==> config.mk <==
export PLATFORM = sky130hd
export DESIGN_NAME = task_slot_table_scheduler_flat
export DESIGN_NICKNAME = d
export VERILOG_FILES = /design/src/rtl/tsts_pkg.sv /design/src/rtl/tsts_req_if.sv /design/src/rtl/tsts_rsp_if.sv /design/src/rtl/tsts_ctrl.sv /design/src/rtl/tsts_dp.sv /design/src/rtl/task_slot_table_scheduler.sv /design/src/flat_wrapper.sv
export SDC_FILE = /design/constraint.sdc
export NUM_CORES = 2
export LEC_CHECK = 0
export BUFFER_PORTS_ARGS = -buffer_cell sky130_fd_sc_hd__buf_2
export CAP_MARGIN = 20
export CELL_PAD_IN_SITES_DETAIL_PLACEMENT = 1
export CELL_PAD_IN_SITES_GLOBAL_PLACEMENT = 1
export CORE_ASPECT_RATIO = 2
export CORE_UTILIZATION = 30
export DETAILED_ROUTE_END_ITERATION = 6
export GPL_ROUTABILITY_DRIVEN = 1
export GPL_TIMING_DRIVEN = 0
export HOLD_SLACK_MARGIN = 0.05
export PLACE_DENSITY = 0.59
export SYNTH_ARGS = -nofsm -noshare
export SYNTH_HDL_FRONTEND = slang
export SYNTH_SLANG_ARGS = --single-unit
==> constraint.sdc <==
create_clock -name clk -period 28.1 [get_ports clk]
set_clock_uncertainty 0.1 [all_clocks]
set_input_delay 1.405 -clock clk [delete_from_list [all_inputs] [get_ports clk]]
set_output_delay 1.405 -clock clk [all_outputs]
set_load 0.03 [all_outputs]
==> src/rtl/tsts_pkg.sv <==
package tsts_pkg;

  // default table depth
  localparam int TASK_SLOTS_DEF = 16;

  // request modes
  localparam logic [1:0] MODE_ADD      = 2'd0;
  localparam logic [1:0] MODE_DISPATCH = 2'd1;
  localparam logic [1:0] MODE_COMPLETE = 2'd2;

  // response status codes
  localparam logic [1:0] STATUS_OK       = 2'd0;
  localparam logic [1:0] STATUS_FULL     = 2'd1;
  localparam logic [1:0] STATUS_EMPTY    = 2'd2;
  localparam logic [1:0] STATUS_BAD_SLOT = 2'd3;

  // per-slot state codes
  localparam logic [1:0] SLOT_IDLE       = 2'd0;
  localparam logic [1:0] SLOT_WAITING    = 2'd1;
  localparam logic [1:0] SLOT_PROCESSING = 2'd2;

  typedef struct packed {
    logic [1:0]  mode;
    logic [31:0] task_id;
    logic [63:0] job_handle;
    logic [63:0] exit_handle;
    logic [3:0]  slot_index;
  } req_item_t;

  typedef struct packed {
    logic [1:0]  status;
    logic [3:0]  slot_out;
    logic [31:0] task_id_out;
    logic [63:0] job_handle_out;
    logic [63:0] exit_handle_out;
    logic [4:0]  waiting_count;
    logic [4:0]  processing_count;
  } rsp_item_t;

  // controller to datapath
  typedef struct packed {
    logic clear_step;
    logic scan_start;
    logic scan_step;
    logic commit;
    logic load_out;
  } cmd_t;

  // datapath to controller
  typedef struct packed {
    logic cnt_last;
    logic out_free;
  } stat_t;

endpackage

==> src/rtl/tsts_req_if.sv <==
interface tsts_req_if;
  logic                 valid;
  logic                 ready;
  tsts_pkg::req_item_t  data;

  modport source (output valid, output data, input ready);
  modport sink   (input valid, input data, output ready);
endinterface

==> src/rtl/tsts_rsp_if.sv <==
interface tsts_rsp_if;
  logic                 valid;
  logic                 ready;
  tsts_pkg::rsp_item_t  data;

  modport source (output valid, output data, input ready);
  modport sink   (input valid, input data, output ready);
endinterface

==> src/rtl/tsts_ctrl.sv <==
module tsts_ctrl (
  input  logic           clk,
  input  logic           rst,
  input  logic           req_valid,
  output logic           req_ready,
  input  tsts_pkg::stat_t stat,
  output tsts_pkg::cmd_t  cmd
);

  localparam logic [2:0] S_CLEAR  = 3'd0;
  localparam logic [2:0] S_IDLE   = 3'd1;
  localparam logic [2:0] S_SCAN   = 3'd2;
  localparam logic [2:0] S_DRAIN  = 3'd3;
  localparam logic [2:0] S_COMMIT = 3'd4;
  localparam logic [2:0] S_DONE   = 3'd5;

  logic [2:0] state;
  logic [2:0] state_next;

  // state register
  always_ff @(posedge clk) begin
    if (rst) begin
      state <= S_CLEAR;
    end else begin
      state <= state_next;
    end
  end

  // next state and commands
  always_comb begin
    state_next = state;
    cmd        = '0;
    req_ready  = 1'b0;
    unique case (state)
      S_CLEAR: begin
        cmd.clear_step = 1'b1;
        if (stat.cnt_last) begin
          state_next = S_IDLE;
        end
      end
      S_IDLE: begin
        req_ready = 1'b1;
        if (req_valid) begin
          cmd.scan_start = 1'b1;
          state_next     = S_SCAN;
        end
      end
      S_SCAN: begin
        cmd.scan_step = 1'b1;
        if (stat.cnt_last) begin
          state_next = S_DRAIN;
        end
      end
      S_DRAIN: begin
        state_next = S_COMMIT;
      end
      S_COMMIT: begin
        cmd.commit = 1'b1;
        state_next = S_DONE;
      end
      S_DONE: begin
        if (stat.out_free) begin
          cmd.load_out = 1'b1;
          state_next   = S_IDLE;
        end
      end
      default: begin
        state_next = S_CLEAR;
      end
    endcase
  end

endmodule

==> src/rtl/tsts_dp.sv <==
module tsts_dp #(
  parameter int TASK_SLOTS = tsts_pkg::TASK_SLOTS_DEF
) (
  input  logic                clk,
  input  logic                rst,
  input  tsts_pkg::cmd_t      cmd,
  output tsts_pkg::stat_t     stat,
  input  tsts_pkg::req_item_t req_data,
  output logic                rsp_valid,
  input  logic                rsp_ready,
  output tsts_pkg::rsp_item_t rsp_data
);

  localparam int SW = (TASK_SLOTS > 1) ? $clog2(TASK_SLOTS) : 1;
  localparam int CW = $clog2(TASK_SLOTS + 1);
  localparam int IW = (SW > 4) ? SW : 4;

  typedef struct packed {
    logic [31:0] task_id;
    logic [63:0] job_handle;
    logic [63:0] exit_handle;
  } entry_t;

  typedef struct packed {
    logic [1:0]  slot_state;
    logic [31:0] stamp;
  } meta_t;

  // slot memories
  meta_t  meta_mem [TASK_SLOTS];
  entry_t entry_mem [TASK_SLOTS];

  logic [CW-1:0]       cnt;
  tsts_pkg::req_item_t item;
  meta_t               rd_meta;
  entry_t              rd_entry;
  logic                ev_valid;
  logic [SW-1:0]       ev_idx;
  logic                found;
  logic [SW-1:0]       best;
  logic [31:0]         best_stamp;
  logic [31:0]         arrival;
  logic [4:0]          waiting_total;
  logic [4:0]          processing_total;
  logic [1:0]          res_status;
  logic [3:0]          res_slot;
  logic                disp_ok;

  logic                hit;
  logic                meta_we;
  logic [SW-1:0]       meta_waddr;
  meta_t               meta_wdata;
  logic [31:0]         arrival_inc;

  assign stat.cnt_last = (cnt == CW'(TASK_SLOTS - 1));
  assign stat.out_free = !rsp_valid || rsp_ready;
  assign arrival_inc   = arrival + 32'd1;

  // slot counter shared by the clearing pass and the scan
  always_ff @(posedge clk) begin
    if (rst) begin
      cnt <= '0;
    end else if (cmd.clear_step || cmd.scan_step) begin
      cnt <= stat.cnt_last ? '0 : cnt + CW'(1);
    end
  end

  // request capture
  always_ff @(posedge clk) begin
    if (cmd.scan_start) begin
      item <= req_data;
    end
  end

  // scan read stage, one slot a cycle
  always_ff @(posedge clk) begin
    if (cmd.scan_step) begin
      rd_meta <= meta_mem[cnt[SW-1:0]];
    end
  end

  always_ff @(posedge clk) begin
    if (rst) begin
      ev_valid <= 1'b0;
    end else begin
      ev_valid <= cmd.scan_step;
    end
  end

  always_ff @(posedge clk) begin
    if (cmd.scan_step) begin
      ev_idx <= cnt[SW-1:0];
    end
  end

  // match rule of the current mode
  always_comb begin
    hit = 1'b0;
    case (item.mode)
      tsts_pkg::MODE_ADD: begin
        hit = !found && (rd_meta.slot_state == tsts_pkg::SLOT_IDLE);
      end
      tsts_pkg::MODE_DISPATCH: begin
        hit = (rd_meta.slot_state == tsts_pkg::SLOT_WAITING) &&
              (!found || (rd_meta.stamp < best_stamp));
      end
      tsts_pkg::MODE_COMPLETE: begin
        hit = (rd_meta.slot_state == tsts_pkg::SLOT_PROCESSING) &&
              (IW'(ev_idx) == IW'(item.slot_index));
      end
      default: begin
        hit = 1'b0;
      end
    endcase
  end

  // best candidate so far
  always_ff @(posedge clk) begin
    if (cmd.scan_start) begin
      found <= 1'b0;
    end else if (ev_valid && hit) begin
      found      <= 1'b1;
      best       <= ev_idx;
      best_stamp <= rd_meta.stamp;
    end
  end

  // state memory write port: clearing pass or commit
  always_comb begin
    meta_we    = 1'b0;
    meta_waddr = best;
    meta_wdata = '0;
    if (cmd.clear_step) begin
      meta_we    = 1'b1;
      meta_waddr = cnt[SW-1:0];
      meta_wdata = '{slot_state: tsts_pkg::SLOT_IDLE, stamp: 32'd0};
    end else if (cmd.commit && found) begin
      case (item.mode)
        tsts_pkg::MODE_ADD: begin
          meta_we    = 1'b1;
          meta_wdata = '{slot_state: tsts_pkg::SLOT_WAITING, stamp: arrival_inc};
        end
        tsts_pkg::MODE_DISPATCH: begin
          meta_we    = 1'b1;
          meta_wdata = '{slot_state: tsts_pkg::SLOT_PROCESSING, stamp: best_stamp};
        end
        tsts_pkg::MODE_COMPLETE: begin
          meta_we    = 1'b1;
          meta_wdata = '{slot_state: tsts_pkg::SLOT_IDLE, stamp: 32'd0};
        end
        default: begin
          meta_we = 1'b0;
        end
      endcase
    end
  end

  always_ff @(posedge clk) begin
    if (meta_we) begin
      meta_mem[meta_waddr] <= meta_wdata;
    end
  end

  // task entry memory: written on add, read on dispatch
  always_ff @(posedge clk) begin
    if (cmd.commit && found && (item.mode == tsts_pkg::MODE_ADD)) begin
      entry_mem[best] <= '{task_id: item.task_id, job_handle: item.job_handle,
                           exit_handle: item.exit_handle};
    end
    if (cmd.commit && found && (item.mode == tsts_pkg::MODE_DISPATCH)) begin
      rd_entry <= entry_mem[best];
    end
  end

  // counters and totals
  always_ff @(posedge clk) begin
    if (rst) begin
      arrival          <= '0;
      waiting_total    <= '0;
      processing_total <= '0;
    end else if (cmd.commit && found) begin
      case (item.mode)
        tsts_pkg::MODE_ADD: begin
          arrival       <= arrival_inc;
          waiting_total <= waiting_total + 5'd1;
        end
        tsts_pkg::MODE_DISPATCH: begin
          waiting_total    <= waiting_total - 5'd1;
          processing_total <= processing_total + 5'd1;
        end
        tsts_pkg::MODE_COMPLETE: begin
          processing_total <= processing_total - 5'd1;
        end
        default: begin
          arrival <= arrival;
        end
      endcase
    end
  end

  // result status and slot
  always_ff @(posedge clk) begin
    if (cmd.commit) begin
      disp_ok    <= found && (item.mode == tsts_pkg::MODE_DISPATCH);
      res_status <= tsts_pkg::STATUS_OK;
      res_slot   <= 4'd0;
      case (item.mode)
        tsts_pkg::MODE_ADD: begin
          res_status <= found ? tsts_pkg::STATUS_OK : tsts_pkg::STATUS_FULL;
          res_slot   <= found ? 4'(best) : 4'd0;
        end
        tsts_pkg::MODE_DISPATCH: begin
          res_status <= found ? tsts_pkg::STATUS_OK : tsts_pkg::STATUS_EMPTY;
          res_slot   <= found ? 4'(best) : 4'd0;
        end
        tsts_pkg::MODE_COMPLETE: begin
          res_status <= found ? tsts_pkg::STATUS_OK : tsts_pkg::STATUS_BAD_SLOT;
          res_slot   <= item.slot_index;
        end
        default: begin
          res_status <= tsts_pkg::STATUS_OK;
        end
      endcase
    end
  end

  // output register
  always_ff @(posedge clk) begin
    if (rst) begin
      rsp_valid <= 1'b0;
    end else if (cmd.load_out) begin
      rsp_valid <= 1'b1;
    end else if (rsp_ready) begin
      rsp_valid <= 1'b0;
    end
  end

  always_ff @(posedge clk) begin
    if (cmd.load_out) begin
      rsp_data.status           <= res_status;
      rsp_data.slot_out         <= res_slot;
      rsp_data.task_id_out      <= disp_ok ? rd_entry.task_id : 32'd0;
      rsp_data.job_handle_out   <= disp_ok ? rd_entry.job_handle : 64'd0;
      rsp_data.exit_handle_out  <= disp_ok ? rd_entry.exit_handle : 64'd0;
      rsp_data.waiting_count    <= waiting_total;
      rsp_data.processing_count <= processing_total;
    end
  end

endmodule

==> src/rtl/task_slot_table_scheduler.sv <==
// task slot table scheduler
// req channel (valid/ready) carries one request beat: mode selects add, dispatch
// or complete, with task id, two 64-bit handles and a slot index.
// rsp channel (valid/ready) returns exactly one beat per request: status, slot,
// the dispatched task id and handles, and the waiting and processing totals.
// each request scans every slot of the table once, one slot per cycle through the
// registered read port of the slot state memory, then drains, commits and loads
// the response into the output register; only then is a new request taken.
// after reset a clearing pass marks every slot idle, one slot at a time; req
// ready stays low during it. the arrival counter and totals reset to zero.
// the response sits in an output register; a new request is accepted while it
// waits, and if the receiver stalls, the next response holds at its commit until
// the register is free, so no beat is lost or repeated.
module task_slot_table_scheduler #(
  parameter int TASK_SLOTS = tsts_pkg::TASK_SLOTS_DEF
) (
  input logic        clk,
  input logic        rst,
  tsts_req_if.sink   req,
  tsts_rsp_if.source rsp
);

  tsts_pkg::cmd_t      cmd;
  tsts_pkg::stat_t     stat;
  logic                req_ready;
  logic                rsp_valid;
  tsts_pkg::rsp_item_t rsp_data;

  assign req.ready = req_ready;
  assign rsp.valid = rsp_valid;
  assign rsp.data  = rsp_data;

  // sequencer
  tsts_ctrl u_ctrl (
    .clk       (clk),
    .rst       (rst),
    .req_valid (req.valid),
    .req_ready (req_ready),
    .stat      (stat),
    .cmd       (cmd)
  );

  // slot memories, scan and result
  tsts_dp #(
    .TASK_SLOTS (TASK_SLOTS)
  ) u_dp (
    .clk       (clk),
    .rst       (rst),
    .cmd       (cmd),
    .stat      (stat),
    .req_data  (req.data),
    .rsp_valid (rsp_valid),
    .rsp_ready (rsp.ready),
    .rsp_data  (rsp_data)
  );

endmodule

==> src/flat_wrapper.sv <==
// flat-port wrapper written by rule: the top's interface ports become plain ports
module task_slot_table_scheduler_flat 
#(
  parameter int TASK_SLOTS = tsts_pkg::TASK_SLOTS_DEF
)
  (clk, rst, req_valid, req_data, req_ready, rsp_valid, rsp_data, rsp_ready);
  tsts_req_if req_i ();
  tsts_rsp_if rsp_i ();
  input logic clk;
  input logic rst;
  input wire logic [$bits(req_i.valid)-1:0] req_valid;
  input wire logic [$bits(req_i.data)-1:0] req_data;
  output wire logic [$bits(req_i.ready)-1:0] req_ready;
  output wire logic [$bits(rsp_i.valid)-1:0] rsp_valid;
  output wire logic [$bits(rsp_i.data)-1:0] rsp_data;
  input wire logic [$bits(rsp_i.ready)-1:0] rsp_ready;
  assign req_i.valid = req_valid;
  assign req_i.data = req_data;
  assign req_ready = req_i.ready;
  assign rsp_valid = rsp_i.valid;
  assign rsp_data = rsp_i.data;
  assign rsp_i.ready = rsp_ready;
  task_slot_table_scheduler #(.TASK_SLOTS(TASK_SLOTS)) u_core (.clk(clk), .rst(rst), .req(req_i), .rsp(rsp_i));
endmodule
==> metrics.md <==
| Metric | Value |
|---|---|
| Outcome | `complete, no violations` |
| Final setup viols | `0` |
| Initial antenna violation count | `26` |
| Crit Path Category | `reg2reg` |
| Internal power | `8.56 mW` |
| Max_slew headroom | `22.0%` |
| Fmax | `187 MHz` |
| FILL cells | `44.4k` |
| Setup TNS | `0 ns` |
| Power density over the cells | `65.2 nW/um^2` |
| Gate power share | `1.4%` |
| Max-slew violation count | `0` |
| Flop and latch count out of synthesis | `3740` |
| CTS tree | `done` |
| Setup bufs post-CTS | `0` |
| Worst r2r src | `u_core.u_dp.best[3]` |
| Post-DRT Antenna Nets | `0` |
| WL/cell | `31.2 um` |
| Post-route DRC | `0` |
| Max H-tree Level | `5` |
| Post-DP Area | `154000 um^2` |
| CP startpoint kind | `flop` |
| Hold WC Path Type | `reg2reg` |
| Hold Crit Depth | `0` |
| Detailed-route via count | `63.9k` |
| Layout Nets | `6897` |
| Synth unique cells | `57` |
| Cells after synthesis | `5704` |
| Async SR Flop Fraction | `0%` |
| TritonCTS Buffers | `322` |
| Synth top area cells | `edfxtp_1 79%, mux4_2 16%, dfxtp_1 0.76%` |
| Seq/Total Area, Yosys | `80.2%` |
| EDFF count, synth | `3687` |
| Critical Path End Type | `flop` |
| Worst Path Arrival | `5.91 ns` |
| Synth warn | `0` |
| Area growth from synthesis to layout | `18.0%` |
| Clock Latency Late Sink | `0.99 ns` |
| Clock net sink count | `3740` |
| Share of cells above drive strength 1 | `32.4%` |
| Post-detail-place hpwl | `276 mm` |
| Via/cell ratio | `4.92` |
| Clk root buf | `clkbuf_16` |
| Crit path time final | `5.35 ns` |
| Period utilization | `19.0%` |
| Post-synth top cells | `3687 x edfxtp_1, 970 x mux4_2, 167 x and2_1` |
| CP max FO | `18` |
| Initial core utilization | `30.2%` |
| Syn nets | `5921` |
| Longest Clk Path Bufs | `4` |
| Cts hold-fix bufs | `0` |
| First-pass GRT wire length | `558 mm` |
| Worst-margin pin slew | `1.17 ns` |
| Lkg Pwr | `51.7 nW` |
| Core box area | `462000 um^2` |
| IO Pins | `348` |
| Switching power | `2.18 mW` |
| Net Sw Frac | `20.3%` |
| Routed WL | `405 mm` |
| Worst endpoint required time | `28.67 ns` |
| Die Area | `467000 um^2` |
| Top_reg_cell synth | `edfxtp_1` |
| Post-Syn Area | `139000 um^2` |
| Routability Congestion | `0.759` |
| Reg clk slew, reported paths | `0.07 ns` |
| Worst hold margin | `0.323 ns` |
| Share of the synthesized area in the top cell type | `79.4%` |
| Reg power frac | `56.4%` |
| RSZ-0062 raised after global routing | `no` |
| Finished Cell Area | `165000 um^2` |
| GR Overflow Total | `0` |
| Worst R2R End | `u_core.u_dp.entry_mem[15][59]` |
| Dominant cell type by area after synthesis | `edfxtp_1` |
| Largest net degree at the start of global routing | `57` |
| Top-count cell post-synth | `edfxtp_1` |
| R2R cell count | `10` |
| Max-Cap Viols | `0` |
| DR pass1 iterations | `7` |
| Hold Path Origin | `u_core.u_dp.res_slot[2]` |
| Avg Cell Area, Syn | `24.4 um^2` |
| Port Buffers | `346` |
| Chip Height | `966 um` |
| CTS resizes | `0` |
| Maximum vdd drop | `52.4 uV` |
| GRT Total Usage | `17.1%` |
| Clock network fraction of total power | `42.2%` |
| Initial DRC count | `5988` |
| Row count | `353` |
| Number of global-route vias before repair | `69.8k` |
| Die W | `484 um` |
| Fin. Hold Viols | `0` |
| Flop-to-flop setup slack | `22.75 ns` |
| WHS Endpoint | `u_core.u_dp.rsp_data[172]` |
-- layout by cell type (no fill, tap or decap), types with 6 or more instances in the layout --
cell and instances:
clkbuf_2 10, nor3_1 23, buf_1 27, buf_2 416
ha_1 45, nor2b_1 10, buf_4 30, dfxtp_1 53
and3_1 7, inv_6 15, nand3_1 19, clkbuf_16 329
buf_8 25, clkinv_1 56, buf_16 52, nand2b_1 7
xor2_1 30, xnor2_1 36, edfxtp_1 3687, nand4_1 12
nor2_4 28, clkbuf_1 187, a21oi_1 32, mux4_2 970
buf_12 111, clkinv_4 8, o21ai_1 26, bufinv_16 29
nor3_2 6, o21ai_0 20, clkinv_2 53, buf_6 114
or3_1 8, nor2_1 69, clkinvlp_4 17, and2_1 166
diode_2 15, nand2_1 69, inv_1 49
-- worst max-delay path, stage by stage, from the launching register on --
cell and delay [ns]:
edfxtp_1 0.33, clkbuf_1 0.76, clkbuf_1 0.72, buf_1 0.78
nand2_1 0.46, nor2_4 0.68, buf_16 0.25, buf_12 0.20
buf_12 0.23, buf_12 0.22, buf_16 0.19
-- layout make-up --
| class | count | area, um^2 | share of cell area [%] |
|---|---|---|---|
| Sequential cell | 3740 | 112000 | 67.9 |
| Multi-Input combinational cell | 1645 | 26400 | 16.0 |
| Clock buffer | 385 | 8490 | 5.16 |
| Tap cell | 6035 | 7550 | 4.59 |
| Timing Repair Buffer | 652 | 6990 | 4.25 |
| Clock inverter | 186 | 1800 | 1.10 |
| Buffer | 270 | 1300 | 0.792 |
| Inverter | 49 | 184 | 0.112 |
| Antenna cell | 15 | 37.5 | 0.0228 |
-- registers in the layout (all words and copies together), names as in the netlist, 2 cells and up --
name / flops
u_core.u_dp.res_status: 2
u_core.u_dp.entry_mem: 2560
u_core.u_dp.processing_total: 5
u_core.u_dp.waiting_total: 5
u_core.u_dp.best_stamp: 32
u_core.u_dp.best: 4
u_core.u_dp.rd_entry: 160
u_core.u_dp.meta_mem: 544
u_core.u_dp.res_slot: 4
u_core.u_dp.rsp_data: 176
u_core.u_ctrl.state: 3
u_core.u_dp.rd_meta: 34
u_core.u_dp.cnt: 5
u_core.u_dp.item: 166
u_core.u_dp.ev_idx: 4
u_core.u_dp.arrival: 32
-- logic make-up after synthesis --
group | synth area share (%)
adder cells (fa/ha/maj) | 0.433
AO/OA/AOI/OAI | 0.440
flip-flops | 80.2
XOR/XNOR | 0.415
multiplexers | 15.7
AND/OR/NAND/NOR | 1.77
buffers and inverters | 1.05
-- through the flow --
| stage | setup slack [ns] | instances | power, mW | util (%) |
|---|---|---|---|---|
| 2_1_floorplan | 14.87 | 5704 | 6.25 | - |
| 4_1_cts | 22.73 | 13000 | 10.8 | 35.6 |
| 6_report | 22.75 | 13000 | 10.7 | 35.6 |
| 5_1_grt | 22.66 | 13000 | 11.0 | 35.6 |
| 3_3_place_gp | -4.57 | 12100 | 6.32 | 32.2 |
| 3_5_place_dp | 22.77 | 12400 | 6.33 | 33.4 |
-- worst max-delay path by stage --
| stage | start | end | slack [ns] | depth (start not counted) |
|---|---|---|---|---|
| 2_1_floorplan | u_core.u_dp.item[164] | u_core.u_dp.entry_mem[6][0] | 14.87 | 7 |
| 3_3_place_gp | u_core.u_dp.best[1] | u_core.u_dp.entry_mem[2][66] | -4.57 | 5 |
| 3_5_place_dp | u_core.u_dp.best[3] | u_core.u_dp.entry_mem[15][71] | 22.77 | 10 |
| 4_1_cts | u_core.u_dp.best[3] | u_core.u_dp.entry_mem[15][59] | 22.73 | 10 |
| 5_1_grt | u_core.u_dp.best[3] | u_core.u_dp.entry_mem[15][65] | 22.66 | 10 |
| 6_report | u_core.u_dp.best[3] | u_core.u_dp.entry_mem[15][59] | 22.75 | 10 |
-- power groups by stage --
| stage | logic, mW | clock network [mW] | registers, mW |
|---|---|---|---|
| CTS | 0.151 | 4.63 | 6.06 |
| global route | 0.153 | 4.78 | 6.06 |
| floorplan | 0.0716 | 0 | 6.18 |
| finish | 0.146 | 4.53 | 6.06 |
| global placement | 0.139 | 0 | 6.18 |
| detailed placement | 0.151 | 0 | 6.18 |
-- layer usage --
layer | vias to the layer above | global-route usage [%] | part of all wire [%]
met5 | - | 0 | 0.0032
met4 | 2 | 4.89 | 2.6
met3 | 479 | 1.87 | 4.4
met2 | 1914 | 32.6 | 55
met1 | 35400 | 19.8 | 38
li1 | 26100 | - | -
Note: power is estimated with default switching activity, not from simulation.
